## src/hdl/thc_pkg.sv

```systemverilog
// Shared types, constants and helper functions for the tilt-compensated heading block.
// Depends on nothing; every other file in hdl/ imports it.
package thc_pkg;

  // Angle resolution inside the CORDIC units and the number of rotation steps.
  localparam int ANGLE_BITS   = 16;
  localparam int CORDIC_STEPS = 16;
  localparam int ROT_STEPS    = (CORDIC_STEPS < 24) ? CORDIC_STEPS : 24;

  // Port and datapath widths.
  localparam int IN_W   = 16;
  localparam int OUT_W  = 16;
  localparam int RAD_W  = 32;
  localparam int ROOT_W = 16;
  localparam int CORD_W = 52;
  localparam int ANG_W  = ANGLE_BITS + 2;

  // Normalization brings the larger component up to at least 2^NORM_LIM.
  localparam int NORM_LIM    = 40;
  localparam int NORM_STAGES = 7;

  // Pipeline depths of the submodules.
  localparam int ISQ_STAGES = RAD_W / 2;
  localparam int FLD_STAGES = 3;
  localparam int CRD_STAGES = 1 + NORM_STAGES + ROT_STEPS;

  // Conversion from internal angle units to output units.
  localparam int OUT_SH_R  = (ANGLE_BITS > OUT_W) ? ANGLE_BITS - OUT_W : 0;
  localparam int OUT_SH_L  = (ANGLE_BITS < OUT_W) ? OUT_W - ANGLE_BITS : 0;
  localparam int OUT_ROUND = (OUT_SH_R > 0) ? (1 << (OUT_SH_R - 1)) : 0;
  localparam int QUARTER   = 1 << (OUT_W - 2);

  localparam logic signed [ANG_W-1:0] HALF_TURN = ANG_W'(1) << (ANGLE_BITS - 1);

  // Arctangent of 2^-i in units of 2^-32 turn.
  localparam logic [31:0] ATAN_TURN32 [24] = '{
    32'h20000000, 32'h12E4051E, 32'h09FB385B, 32'h051111D4, 32'h028B0D43,
    32'h0145D7E1, 32'h00A2F61E, 32'h00517C55, 32'h0028BE53, 32'h00145F2F,
    32'h000A2F98, 32'h000517CC, 32'h00028BE6, 32'h000145F3, 32'h0000A2FA,
    32'h0000517D, 32'h000028BE, 32'h0000145F, 32'h00000A30, 32'h00000518,
    32'h0000028C, 32'h00000146, 32'h000000A3, 32'h00000051
  };

  // Sample fields that travel alongside the arithmetic.
  typedef struct packed {
    logic signed [IN_W-1:0] ax;
    logic signed [IN_W-1:0] ay;
    logic signed [IN_W-1:0] az;
    logic signed [IN_W-1:0] mx;
    logic signed [IN_W-1:0] my;
    logic signed [IN_W-1:0] mz;
    logic [RAD_W-1:0]       s;
    logic                   degen;
  } rec_t;

  // Flags that follow an item through the CORDIC units.
  typedef struct packed {
    logic degen;
    logic hzero;
  } flag_t;

  // Rotation angle of step i, rounded to the internal angle resolution.
  function automatic logic signed [ANG_W-1:0] atan_step(input int i);
    logic [32:0] t;
    t = {1'b0, ATAN_TURN32[i]} + (33'd1 << (31 - ANGLE_BITS));
    return ANG_W'(t >> (32 - ANGLE_BITS));
  endfunction

  // Signed angle to output units, saturated to a quarter turn.
  function automatic logic [OUT_W-1:0] half_out(input logic signed [ANG_W-1:0] z);
    logic signed [39:0] w;
    logic signed [39:0] o;
    w = 40'(z);
    o = ((w + 40'(OUT_ROUND)) >>> OUT_SH_R) <<< OUT_SH_L;
    if (o > 40'(QUARTER)) begin
      o = 40'(QUARTER);
    end else if (o < -40'(QUARTER)) begin
      o = -40'(QUARTER);
    end
    return o[OUT_W-1:0];
  endfunction

  // Angle modulo one turn to output units.
  function automatic logic [OUT_W-1:0] turn_out(input logic signed [ANG_W-1:0] z);
    logic [39:0] u;
    u = 40'(z[ANGLE_BITS-1:0]);
    u = ((u + 40'(OUT_ROUND)) >> OUT_SH_R) << OUT_SH_L;
    return u[OUT_W-1:0];
  endfunction

endpackage

```

## src/hdl/thc_isqrt.sv

```systemverilog
// Pipelined integer square root, one result bit per register stage.
// Depends on thc_pkg.
module thc_isqrt (
  input  logic                       clk,
  input  logic [thc_pkg::RAD_W-1:0]  rad,
  output logic [thc_pkg::ROOT_W-1:0] root
);
  import thc_pkg::*;

  logic [RAD_W-1:0] v_q   [ISQ_STAGES];
  logic [RAD_W-1:0] res_q [ISQ_STAGES];

  for (genvar k = 0; k < ISQ_STAGES; k++) begin : g_stage
    localparam logic [RAD_W-1:0] BIT = RAD_W'(1) << (RAD_W - 2 - 2 * k);
    logic [RAD_W-1:0] v_in;
    logic [RAD_W-1:0] res_in;
    logic [RAD_W:0]   trial;

    if (k == 0) begin : g_first
      assign v_in   = rad;
      assign res_in = '0;
    end else begin : g_next
      assign v_in   = v_q[k-1];
      assign res_in = res_q[k-1];
    end

    assign trial = {1'b0, res_in} + {1'b0, BIT};

    // Subtract the trial value when it fits and set this result bit.
    always_ff @(posedge clk) begin
      if ({1'b0, v_in} >= trial) begin
        v_q[k]   <= RAD_W'({1'b0, v_in} - trial);
        res_q[k] <= (res_in >> 1) + BIT;
      end else begin
        v_q[k]   <= v_in;
        res_q[k] <= res_in >> 1;
      end
    end
  end

  assign root = res_q[ISQ_STAGES-1][ROOT_W-1:0];

endmodule

```

## config.mk

```make
export PLATFORM = sky130hd
export DESIGN_NAME = thc_isqrt
export DESIGN_NICKNAME = d
export VERILOG_FILES = /design/src/hdl/thc_pkg.sv /design/src/hdl/thc_isqrt.sv
export SDC_FILE = /design/constraint.sdc
export NUM_CORES = 1
export LEC_CHECK = 0
export BUFFER_PORTS_ARGS = -buffer_cell sky130_fd_sc_hd__buf_2
export CAP_MARGIN = 20
export CORE_MARGIN = 5
export CORE_UTILIZATION = 30
export CTS_CLUSTER_DIAMETER = 40
export DETAILED_ROUTE_END_ITERATION = 16
export HOLD_SLACK_MARGIN = 0.05
export PLACE_DENSITY = 0.53
export SYNTH_ARGS = -nofsm -noshare
export SYNTH_HDL_FRONTEND = slang
export SYNTH_SLANG_ARGS = --single-unit
```

## constraint.sdc

```tcl
create_clock -name clk -period 3.25 [get_ports clk]
set_input_delay 0.1625 -clock clk [delete_from_list [all_inputs] [get_ports clk]]
set_output_delay 0.1625 -clock clk [all_outputs]
set_load 0.01 [all_outputs]
```

==> results.md, run 1 <==
* Worst vdd ir at 499.1 uV
* Worst min path class: input port to flop
* Setup CP Type: flop to flop
* Syn-to-layout area delta at 22.49%
* Placer congestion estimate at 0.9438
* Seq cells post-synth at 616
* Post-synth ARST share at 0
* Max Slew Vio Count at 0
* Post-route cell area at 27,930 um^2
* XOR/XNOR Fraction of Synth Area at 0.07184
* Clock sink count at 616
* Initial antenna violation count at 0
* Cells taking the most area after synthesis: dfxtp_1 (54%), ha_1 (8.2%), xor2_1 (3.6%), xnor2_1 (3.5%), inv_1 (2.9%)
* Met3 usage at 0.02438
* Final nets at 2,552
* Register area share after synthesis at 0.5409
* # IOs at 49
* Max H-tree Level at 3
* CTS buffer count at 90
* Met1 usage at 0.1180
* Status: finished clean
* Most used DFF post-synth: dfxtp_1
* Post-synth top area share at 0.5409
* Layout cells sized above 1 at 0.1239
* CP Cell Sequence: inv_1 > ha_1 > or4b_2 > or4_1 > o211ai_1 > a31o_2 > nand2_2 > nor4_1 > xor2_1
* Slowest stage cell, crit path: or4b_2
* Synth Instances at 2,194
* Worst clock skew at 51.66 ps
* Routed len/inst at 14.45 um
* Clock Tree Buf Depth at 3
* Yosys top cell by area: dfxtp_1
* Complex-gate fraction of the synthesized area at 0.1133
* GR peak layer: met2
* Place WS at 153.9 ps
* Row cnt at 101
* Placed Instances at 3,221
* DRT Pass-1 Iters at 5
* Gr usage total at 0.1214
* Top achievable clock speed at 0.3312 GHz
* Setup slack after layout at 230.6 ps
* Final setup viols at 0
* Mux cell area share after synthesis at 0.01251
* Critical Path RT at 3790 ps
* Largest net degree at the start of global routing at 27
* Ant. Diodes at 0
* RSZ-0062 raised after global routing: false
* DRT antenna net count at 0
* # DRC at 0
* Crit path DAT at 3560 ps
* Clk slew on worst S/H paths at 60 ps
* Vias at 15.85k
* Main combinational cell family by area after synthesis: simple AND/OR/NAND/NOR gates
* Syn avg cell area at 10.39 um^2
* Power Density at 1005 nW/um^2
* Met2 GRT Util at 0.2375
* Worst setup SP type: flop
* Vias in the first global route at 16.66k
* Cell variety after synth at 81
* DP Area at 24,340 um^2
* Final period utilization at 0.9290
* Core Area at 75,700 um^2
* Max-slew headroom at 0.4149
* IO Port Bufs at 48
* Slew @ Worst Pin at 871.1 ps
* Final HPWL DP at 38,110 um
* Max cap viols at 0
* Hold Fails Final Rpt at 0
* Post-synth EDFFs at 0
* Final min period at 3019 ps
* Fin cells at 3,423
* Crit end category: flop
* Setup TNS at 0 ps
* Clock latency on the worst-skew pair at 650 ps
* Grt total ovfl at 0
* Post-Synth Adder-Cell Area at 0.08232
* Synth Warn # at 0
* Max stage delay on crit path at 640 ps
* Initial DRC Count at 583
* DR vias/cell at 4.630
* Post-Synthesis Cell Area at 22,800 um^2
* Initial Utilization at 0.3012
* Leak pwr at 12.38 nW
* Die W at 285.7 um
* Total wire length at 49,460 um
* First-pass GRT wire length at 81,790 um
* Syn Nets at 2,377
* Hold_ws at 148.9 ps
* CTS tree: built
* Post-Synth Simple-Gate Area at 0.1435
* Die ar. at 81,610 um^2
* Chip height at 285.7 um
* Root Driver: clkbuf_16
* Max Fanout on Critical Path at 7
==> layout by cell type, fill, tap and decap left out, types with 7 or more instances in the layout <==
cell / Yosys / final
dfxtp_1: 616 / 616
inv_1: 179 / 179
ha_1: 150 / 150
nand2_1: 131 / 131
nor2_1: 118 / 118
a21oi_1: 108 / 108
o21ai_0: 99 / 99
xor2_1: 95 / 95
xnor2_1: 92 / 92
clkbuf_16: 0 / 90
nor4_1: 73 / 72
nor3_1: 53 / 52
buf_2: 6 / 48
o21a_1: 42 / 42
or3_1: 40 / 40
nand3_1: 37 / 37
dlygate4sd3_1: 0 / 33
buf_4: 4 / 28
nand4_1: 25 / 25
a21o_1: 23 / 23
mux2_2: 20 / 20
nand2b_1: 20 / 20
nor2b_1: 19 / 19
o31ai_1: 19 / 19
or4_1: 16 / 16
nor4b_1: 15 / 15
or2_2: 15 / 15
clkinv_2: 0 / 13
inv_6: 0 / 13
o211ai_1: 12 / 12
bufinv_16: 0 / 11
o22ai_1: 9 / 9
a211oi_1: 9 / 9
clkinv_4: 0 / 9
o31a_1: 8 / 8
o21bai_1: 8 / 8
clkinvlp_4: 0 / 8
clkbuf_1: 13 / 7
==> through the flow <==
step,utilization,power [mW]
floorplan,-,16.16
global placement,0.3216,17.94
detailed placement,0.3216,18.14
CTS,0.3688,28.34
global route,0.3689,29.84
finish,0.3689,28.06
==> flip-flops by register name, summed over array words and instances (netlist names) <==
signal and cells:
v_q 480, res_q 136
==> Yosys cell counts, drive strengths merged, types with 9 or more instances <==
| master | number |
|---|---|
| o211ai | 12 |
| a21o | 23 |
| ha | 150 |
| nor3 | 54 |
| nand2 | 132 |
| nor4 | 76 |
| or4 | 18 |
| o22ai | 10 |
| o31ai | 19 |
| dfxtp | 616 |
| mux2 | 20 |
| nor4b | 17 |
| inv | 181 |
| nor2 | 118 |
| buf | 13 |
| xnor2 | 92 |
| nand4 | 25 |
| nand3 | 37 |
| or2 | 15 |
| o21a | 42 |
| nand2b | 20 |
| o21ai | 105 |
| a211oi | 9 |
| clkbuf | 13 |
| a21oi | 108 |
| or3 | 41 |
| nor2b | 19 |
| xor2 | 95 |
==> worst max-delay path: cells and delay by family (launching register included) <==
family                   cells  cell delay [ps]
AND/OR/NAND/NOR              4             1590
buffers and inverters        1               50
AO/OA/AOI/OAI                2              470
XOR/XNOR                     1              170
flip-flops                   1              330
adder cells (fa/ha/maj)      1              320
==> path summary, 6_finish.rpt <==
kind         slack, ps       endpoint  cells past startpoint     startpoint
max                230    v_q[1][156]                      9   res_q[11][8]
min                150     v_q[0][24]                      2        rad[24]
max reg2reg        230    v_q[1][156]                      9   res_q[11][8]
min reg2reg        320  res_q[11][16]                      0  res_q[10][17]
==> routing by layer <==
metal  vias up  routed length, um
met1      7312              18470
met4         0               2711
met3       163               1670
li1       8064                  -
met5         -                  0
met2       309              26610
==> report_power, final <==
part	internal [mW]	switching, mW
combinational	3.37	3.89
clock	6.26	3.76
sequential	9.47	1.31
total	19.1	8.96
==> logic make-up after synthesis <==
| logic type | count (synthesis) |
|---|---|
| muxes | 26 |
| and+or+nand+nor | 608 |
| xor gates and xnor gates | 187 |
| buffers and inverters | 207 |
| AOI/OAI and AO/OA | 400 |
| adders and majority gates | 150 |
| DFF | 616 |
==> final cells by class <==
class | count | area (um^2)
clock buffers | 103 | 2361
clock inverters | 65 | 879.6
fillers | 7373 | 47770
inverters | 181 | 679.4
multi-input cells | 1371 | 9672
flip-flops and latches | 616 | 12330
well taps | 978 | 1224
repair buffers | 109 | 780.7
==> repair_timing <==
action                     4_1_cts  5_1_grt
buffers inserted                 0        0
hold buffers                    33        0
setup endpoints to repair        0        1
hold endpoints to repair        33        0
gates resized for setup          0        1
Note: power is estimated with default switching activity, not from simulation.
==> inputs of run 2 (changes only) <==
--- a/config.mk
+++ b/config.mk
@@ -12,7 +12,6 @@
 export CTS_CLUSTER_DIAMETER = 40
 export DETAILED_ROUTE_END_ITERATION = 16
 export HOLD_SLACK_MARGIN = 0.05
-export PLACE_DENSITY = 0.53
 export SYNTH_ARGS = -nofsm -noshare
 export SYNTH_HDL_FRONTEND = slang
 export SYNTH_SLANG_ARGS = --single-unit
==> results.md, run 2 (same netlist as run 1, synthesis figures left out) <==
* Crit end category: flop
* Final min period at 2944 ps
* Gr usage total at 0.1112
* Worst clock skew at 21.97 ps
* Routed wl met2 at 22,940 um
* Fin cells at 3,376
* Initial Utilization at 0.3012
* Clock sink count at 616
* Internal power at 17.44 mW
* Placed Instances at 3,217
* Final setup viols at 0
* Ant. Diodes at 0
* Switch share at 0.3214
* Power share of the sequential group at 0.419
* Max cap viols at 0
* Logic pwr share at 0.275
* Most frequent cells in the layout: dfxtp_1 (616), inv_1 (179), ha_1 (150)
* Core Area at 75,700 um^2
* Die W at 285.7 um
* Worst setup SP type: flop
* First-pass GRT wire length at 75,350 um
* # DRC at 0
* Leak pwr at 11.95 nW
* Setup CP Type: flop to flop
* Worst min path class: input port to flop
* Max Slew Vio Count at 0
* Hold Fails Final Rpt at 0
* Critical Path RT at 3720 ps
* Placer congestion estimate at 0.9151
* Chip height at 285.7 um
* DRT antenna net count at 0
* Status: finished clean
* Setup slack after layout at 305.6 ps
* CTS buffer count at 70
* M1 WL at 18,070 um
* Power Density at 950.7 nW/um^2
* Vias in the first global route at 15.73k
* # IOs at 49
* Clk slew on worst S/H paths at 60 ps
* Biggest register: v_q
* Syn-to-layout area delta at 18.59%
* Clock Tree Buf Depth at 3
* Post-CTS resize count at 0
* Place WS at 285.9 ps
* Biggest regs: v_q (480), res_q (136)
* Final HPWL DP at 34,650 um
* Final nets at 2,527
* Max-slew headroom at 0.4508
* Clock latency on the worst-skew pair at 620 ps
* Final period utilization at 0.9060
* P_sw at 8.262 mW
* Max Fanout on Critical Path at 24
* DRT Pass-1 Iters at 5
* Routed len/inst at 13.28 um
* Grt total ovfl at 0
* Layout cells sized above 1 at 0.1047
* WL met3 at 1557 um
* Largest net degree at the start of global routing at 25
* Max H-tree Level at 3
* CTS tree: built
* Commonest non-fill, non-tap cell in the layout: dfxtp_1
* Hold_ws at 186.9 ps
* Initial antenna violation count at 0
* DR vias/cell at 4.539
* Total wire length at 44,840 um
* Clock power frac at 0.306
* Worst vdd ir at 445.1 uV
* IO Port Bufs at 48
* RSZ-0062 raised after global routing: false
* Die ar. at 81,610 um^2
* Row cnt at 101
* Max FFs per register at 480
* Root Driver: clkbuf_16
* Filler cell count at 7,506
* DR top layer: met4
* Setup TNS at 0 ps
* Crit path DAT at 3420 ps
* Initial DRC Count at 485
* Slew @ Worst Pin at 817.7 ps
* Vias at 15.33k
* Final core occ at 0.3572
* Top achievable clock speed at 0.3396 GHz
==> run 2: cell count changes in the layout (fill, tap and decap cells not counted), sizes merged <==
cell,delta
clkinvlp,-3
inv,-5
clkbuf,-16
bufinv,-6
buf,-5
clkinv,-12
==> run 2: routing by layer <==
layer | vias up | track usage
met2 | 255 | 0.2073
met3 | 131 | 0.02422
met5 | - | 0
met4 | 0 | 0.05930
met1 | 6937 | 0.1163
li1 | 8002 | -
==> run 2: final cells by class <==
class                   count  area (um^2)  share of cell area
repair buffers            104        755.7             0.02795
multi-input cells        1371         9664              0.3574
flip-flops and latches    616        12330              0.4561
clock inverters            39        506.7             0.01874
well taps                 978         1224             0.04526
inverters                 181        679.4             0.02513
clock buffers              87         1876             0.06937
==> run 2: timing repair <==
| action | in CTS | in global routing |
|---|---|---|
| endpoints found under the hold margin | 33 | 0 |
| hold buffers | 33 | 0 |
| setup buffers | 0 | 0 |
==> run 2: worst paths after layout <==
kind / from / to / slack, ps / depth (start not counted)
worst max-delay path: res_q[12][18] / v_q[1][165] / 310 / 9
worst min-delay path: rad[8] / v_q[0][8] / 190 / 2
worst max register to register: res_q[12][18] / v_q[1][165] / 310 / 9
worst min register to register: res_q[10][17] / res_q[11][16] / 340 / 0
==> run 2: metrics by stage <==
step | power [mW] | instance area (um^2)
floorplan | 16.16 | 22800
global placement | 17.92 | 24320
detailed placement | 17.98 | 24320
CTS | 25.99 | 27040
global route | 27.49 | 27040
finish | 25.70 | 27040
==> run 2: worst max-delay path, cell delays in order (launching register included) <==
cell	delay [ps]
dfxtp_1	320
inv_1	40
ha_1	330
a2111o_1	560
nor3_2	240
or3b_2	500
a21oi_1	230
a21o_1	200
buf_4	240
o21ai_0	140
==> run 2: power by group through the flow <==
stage          Combinational [mW]  Clock (mW)  Sequential (mW)
2_1_floorplan                5.67           0             10.5
3_3_place_gp                 6.99           0             10.9
3_5_place_dp                 7.05           0             10.9
4_1_cts                      7.13        8.09             10.8
5_1_grt                      8.03        8.44             11.0
6_report                     7.07        7.87             10.8
